File: config.mk
export PLATFORM = sky130hd
export DESIGN_NAME = plc_scan
export DESIGN_NICKNAME = d
export VERILOG_FILES = /design/src/sv/plc_pkg.sv /design/src/sv/plc_scan.sv
export SDC_FILE = /design/constraint.sdc
export NUM_CORES = 1
export LEC_CHECK = 0
export ABC_AREA = 1
export BUFFER_PORTS_ARGS = -buffer_cell sky130_fd_sc_hd__buf_2
export CORE_MARGIN = 2
export CORE_UTILIZATION = 51
export CTS_CLUSTER_SIZE = 24
export DETAILED_ROUTE_END_ITERATION = 6
export PLACE_DENSITY_LB_ADDON = 0.25
export SYNTH_ARGS = -nofsm -noshare
export SYNTH_HDL_FRONTEND = slang
export SYNTH_SLANG_ARGS = --single-unit
File: constraint.sdc
create_clock -name i_clk -period 3.4 [get_ports i_clk]
set_input_delay 0 -clock i_clk [delete_from_list [all_inputs] [get_ports i_clk]]
set_output_delay 0 -clock i_clk [all_outputs]
set_load 0.05 [all_outputs]
File: src/sv/plc_pkg.sv
`timescale 1ns / 1ps
// Package for the partitioned LRU tag cache: fixed field widths, result
// status codes, command codes and the scan status struct. No dependencies.
package plc_pkg;

    localparam int ATTR_W   = 25;
    localparam int STAMP_W  = 32;
    localparam int STATUS_W = 3;
    localparam int SLOT_W   = 6;
    localparam int COUNT_W  = 6;
    localparam int RSV_W    = 6;
    localparam int STYLE_W  = 8;
    localparam int SIZE_W   = 16;

    localparam logic [RSV_W-1:0] RESERVE_RESET = 6'd10;

    localparam logic CMD_LOOKUP  = 1'b0;
    localparam logic CMD_RELEASE = 1'b1;

    localparam logic [STATUS_W-1:0] ST_HIT     = 3'd0;
    localparam logic [STATUS_W-1:0] ST_FILL    = 3'd1;
    localparam logic [STATUS_W-1:0] ST_REPLACE = 3'd2;
    localparam logic [STATUS_W-1:0] ST_FAIL    = 3'd3;
    localparam logic [STATUS_W-1:0] ST_RELEASE = 3'd4;

    // Status of the slot scan as seen by the controller.
    typedef struct packed {
        logic hit_now;
        logic rel_now;
        logic owner_has;
        logic take_free;
    } t_scan_sts;

endpackage

File: src/sv/plc_scan.sv
`timescale 1ns / 1ps
// Slot scan unit: compares one returned entry per cycle with the request and
// accumulates free slots, the owner's oldest slot and the release count. Uses plc_pkg.
module plc_scan #(
    parameter int SLOTS      = 40,
    parameter int OWNER_BITS = 8,
    parameter int TAG_BITS   = 32
) (
    input  logic                        i_clk,
    input  logic                        i_rst_n,
    input  logic                        i_start,
    input  logic                        i_ent_vld,
    input  logic [$clog2(SLOTS)-1:0]    i_ent_idx,
    input  logic                        i_slot_valid,
    input  logic                        i_release,
    input  logic [OWNER_BITS-1:0]       i_ent_owner,
    input  logic [TAG_BITS-1:0]         i_ent_name,
    input  logic [TAG_BITS-1:0]         i_ent_resolved,
    input  logic [plc_pkg::ATTR_W-1:0]  i_ent_attrs,
    input  logic [plc_pkg::STAMP_W-1:0] i_ent_stamp,
    input  logic [OWNER_BITS-1:0]       i_req_owner,
    input  logic [TAG_BITS-1:0]         i_req_name,
    input  logic [plc_pkg::ATTR_W-1:0]  i_req_attrs,
    input  logic [plc_pkg::STAMP_W-1:0] i_clock,
    input  logic [plc_pkg::RSV_W-1:0]   i_reserve,
    output plc_pkg::t_scan_sts          o_sts,
    output logic [$clog2(SLOTS)-1:0]    o_free_idx,
    output logic [$clog2(SLOTS)-1:0]    o_lru_idx,
    output logic [$clog2(SLOTS+1)-1:0]  o_freed
);

    localparam int IDXW = $clog2(SLOTS);
    localparam int CNTW = $clog2(SLOTS + 1);
    localparam int CMPW = (CNTW > plc_pkg::RSV_W) ? CNTW : plc_pkg::RSV_W;

    logic                        r_owner_has;
    logic                        r_have_free;
    logic [IDXW-1:0]             r_free_idx;
    logic [IDXW-1:0]             r_lru_idx;
    logic [plc_pkg::STAMP_W-1:0] r_lru_age;
    logic [CNTW-1:0]             r_free_cnt;
    logic [CNTW-1:0]             r_freed;

    logic                        owner_eq;
    logic                        mine;
    logic                        is_free;
    logic [plc_pkg::STAMP_W-1:0] age;
    logic                        hit_now;
    logic                        rel_now;

    assign owner_eq = (i_ent_owner == i_req_owner);
    assign mine     = i_ent_vld && i_slot_valid && owner_eq;
    assign is_free  = i_ent_vld && !i_release && !i_slot_valid;
    // Age wraps with the access clock, as the stamps do.
    assign age      = i_clock - i_ent_stamp;
    assign hit_now  = mine && !i_release && (i_ent_attrs == i_req_attrs) &&
                      ((i_ent_name == i_req_name) || (i_ent_resolved == i_req_name));
    assign rel_now  = mine && i_release;

    always_ff @(posedge i_clk) begin
        if (!i_rst_n || i_start) begin
            r_owner_has <= 1'b0;
            r_have_free <= 1'b0;
            r_free_idx  <= '0;
            r_lru_idx   <= '0;
            r_lru_age   <= '0;
            r_free_cnt  <= '0;
            r_freed     <= '0;
        end else begin
            if (mine && !i_release && (!r_owner_has || age > r_lru_age)) begin
                r_owner_has <= 1'b1;
                r_lru_idx   <= i_ent_idx;
                r_lru_age   <= age;
            end
            if (is_free) begin
                if (!r_have_free) begin
                    r_have_free <= 1'b1;
                    r_free_idx  <= i_ent_idx;
                end
                r_free_cnt <= r_free_cnt + 1'b1;
            end
            if (rel_now) begin
                r_freed <= r_freed + 1'b1;
            end
        end
    end

    always_comb begin
        o_sts.hit_now   = hit_now;
        o_sts.rel_now   = rel_now;
        o_sts.owner_has = r_owner_has;
        o_sts.take_free = r_have_free &&
                          (!r_owner_has || (CMPW'(r_free_cnt) > CMPW'(i_reserve)));
    end

    assign o_free_idx = r_free_idx;
    assign o_lru_idx  = r_lru_idx;
    assign o_freed    = r_freed;

endmodule

==> run metrics <==
asr flop ratio synth=0%; Final Hold Violating Endpoints=0; final setup vio count=0; residual DRC count=0; layout net count=1,770; Yosys Warn Count=0; Via density=4.94; DRT met1 WL=8430 um; pwr/cell area=300 nW/um^2; crit path time final=3070 ps; fmax=326 MHz; cell with the most instances after synthesis=nand2_1; ranking of synthesized cells by area=nand2_1, dfxtp_1, ha_1; first-pass GRT wire length=33,100 um; met2 WL=10,400 um; fin util=67.0%; DR top layer=met4; total CTS buffers=9; Hold Path Class=input port to flop; Mapped Area=7050 um^2; Die X=122 um; Req. time, crit path=3620 ps; WP data arrival=3290 ps; share of cells above drive strength 1=20.6%; gr ovfl total=0; crit path launch type=input port; Worst-Skew Late Latency=330 ps; total wire length=21,100 um; clk_skew=6.18 ps; Final GP Congestion=0.978; fin crit share=90.3%; Slew Limit Fails=0; slew margin rel.=45.9%; WL met3=1400 um; Synth Flop Type=dfxtp_1; top cells by count, synth=nand2_1, inv_1, nor2_1; Lkg Pwr=0.00488 uW; gr usage total=27.7%; placed instance count=1,611; crit end category=flop; area leader, netlist=nand2_1; RSZ-0062 raised after global routing=no; core area=13,400 um^2; Cell Count, Final, Fillers Out=1,637; DR vias=8,089; HPWL after DPL=17,300 um; clk slew on worst S/H paths=60 ps; status=finished, final reports clean; # H-tree levels=3; Initial Util=52.6%; Post-Synthesis Cells=1,189; detailed-router iteration count before antenna repair=4; share of the synthesized area in the top cell type=16.7%; largest net degree at the start of global routing=55; Avg Inst Size Synth=5.93 um^2; Hold WS=49.7 ps; Max rail drop VDD=0.000202 V; Seq cells post-synth=58; P&R area growth vs syn=27.3%; FP Rows=42; CP Max Fanout=27; I/O Pins=266; antenna violations before repair=2; via count of the first global-routing pass=7,718; routed len/inst=12.9 um; # port buffers=265; setup_tns=0 ps; die area=14,800 um^2; Post-synth EDFFs=0; Distinct cells, synth=32; Clock Sinks=58; pre-CTS setup slack=-26.6 ps; register area share after synthesis=16.5%; Root Buffer=clkbuf_16; Setup WS post-layout=329 ps; Die Y=122 um; Slew @ Worst Pin=809 ps; CTS max path bufs=2; DRT iter0 DRCs=423; max cap viols=0; DRT antenna net count=0; postcts setup bufs=0; syn_nets=1,505; CTS tree=done; kind of critical path=input port to flop
==> cells by family after synthesis <==
logic type / after synthesis / synth area share (%)
flops: 58 / 16.5
fa+ha+maj: 72 / 12.9
xor+xnor: 101 / 12.5
simple gates: 563 / 33.3
buf+inv: 255 / 14.5
compound gates: 140 / 10.4
==> per-layer routing <==
metal	GRT usage (%)	up-vias
met5	0	-
met4	12.4	0
met3	5.20	65
met2	52.1	272
met1	30.0	3508
li1	-	4244
==> cell type report <==
class | count | area, um^2
timing repair buffer | 279 | 1500
antenna | 2 | 5.00
clock buffer | 9 | 225
inverter | 230 | 863
clock inverter | 7 | 101
fill | 1262 | 4420
tap | 176 | 220
multi-input combinational | 876 | 4900
sequential | 58 | 1160
==> worst max-delay path, stage by stage <==
cell and delay [ps]:
buf_2 90, inv_1 40, ha_1 180, inv_1 100, fa_1 410, nand2_1 70
inv_1 50, nand2_1 50, nand3_1 120, nand3_1 100, nand3_1 170, nand2_1 130
nand3_1 80, nand2_1 100, inv_1 50, ha_1 270, nand2_1 70, nor3_2 200
nor2b_4 200, nand4_1 100, nand2_1 100, nand2_2 120, clkbuf_16 230, a21oi_1 160
nor2_1 70
==> power by group <==
group	switching (uW)	internal (uW)
Sequential	1.54	683
Combinational	590	432
Clock	344	646
Total	935	1760
==> metrics by stage <==
step	cell area (um^2)	total power, uW
2_1_floorplan	7050	1350
3_3_place_gp	8540	1680
3_5_place_dp	8540	1700
4_1_cts	8930	2690
5_1_grt	8980	2870
6_report	8980	2690
==> cells in the final DEF (no fill, tap or decap), types with 7 or more instances in the layout <==
cell           Yosys  final
nand4_1           17     17
o21ai_0           27     27
xnor2_1           66     66
dlygate4sd3_1      0      7
nand3_1           70     70
buf_2              8    265
nor2_1           121    120
dfxtp_1           58     58
xor2_1            35     35
nor4_1             7      7
inv_1            230    230
nand2_1          313    312
a21oi_1          100    100
ha_1              71     71
clkbuf_16          0     10
nor3_1            16     15
==> worst paths after layout <==
check                 from             to  slack [ps]  depth (start not counted)
max             i_clock[0]   o_lru_idx[1]         330                         25
min                i_rst_n     o_freed[0]          50                          5
max reg2reg  r_lru_age[23]   o_lru_idx[1]        1250                         12
min reg2reg  r_lru_age[11]  r_lru_age[11]         480                          2
==> sequential cells by signal (all words and copies together), names as in the netlist <==
signal / flops
r_lru_age: 32
o_free_idx: 6
o_freed: 6
o_lru_idx: 6
r_free_cnt: 6
r_have_free: 1
r_owner_has: 1
==> timing repair <==
action,CTS,global route
setup endpoints to repair,0,28
hold buffers,7,0
gates resized for setup,0,3
hold endpoints to repair,12,0
Note: power is estimated with default switching activity, not from simulation.
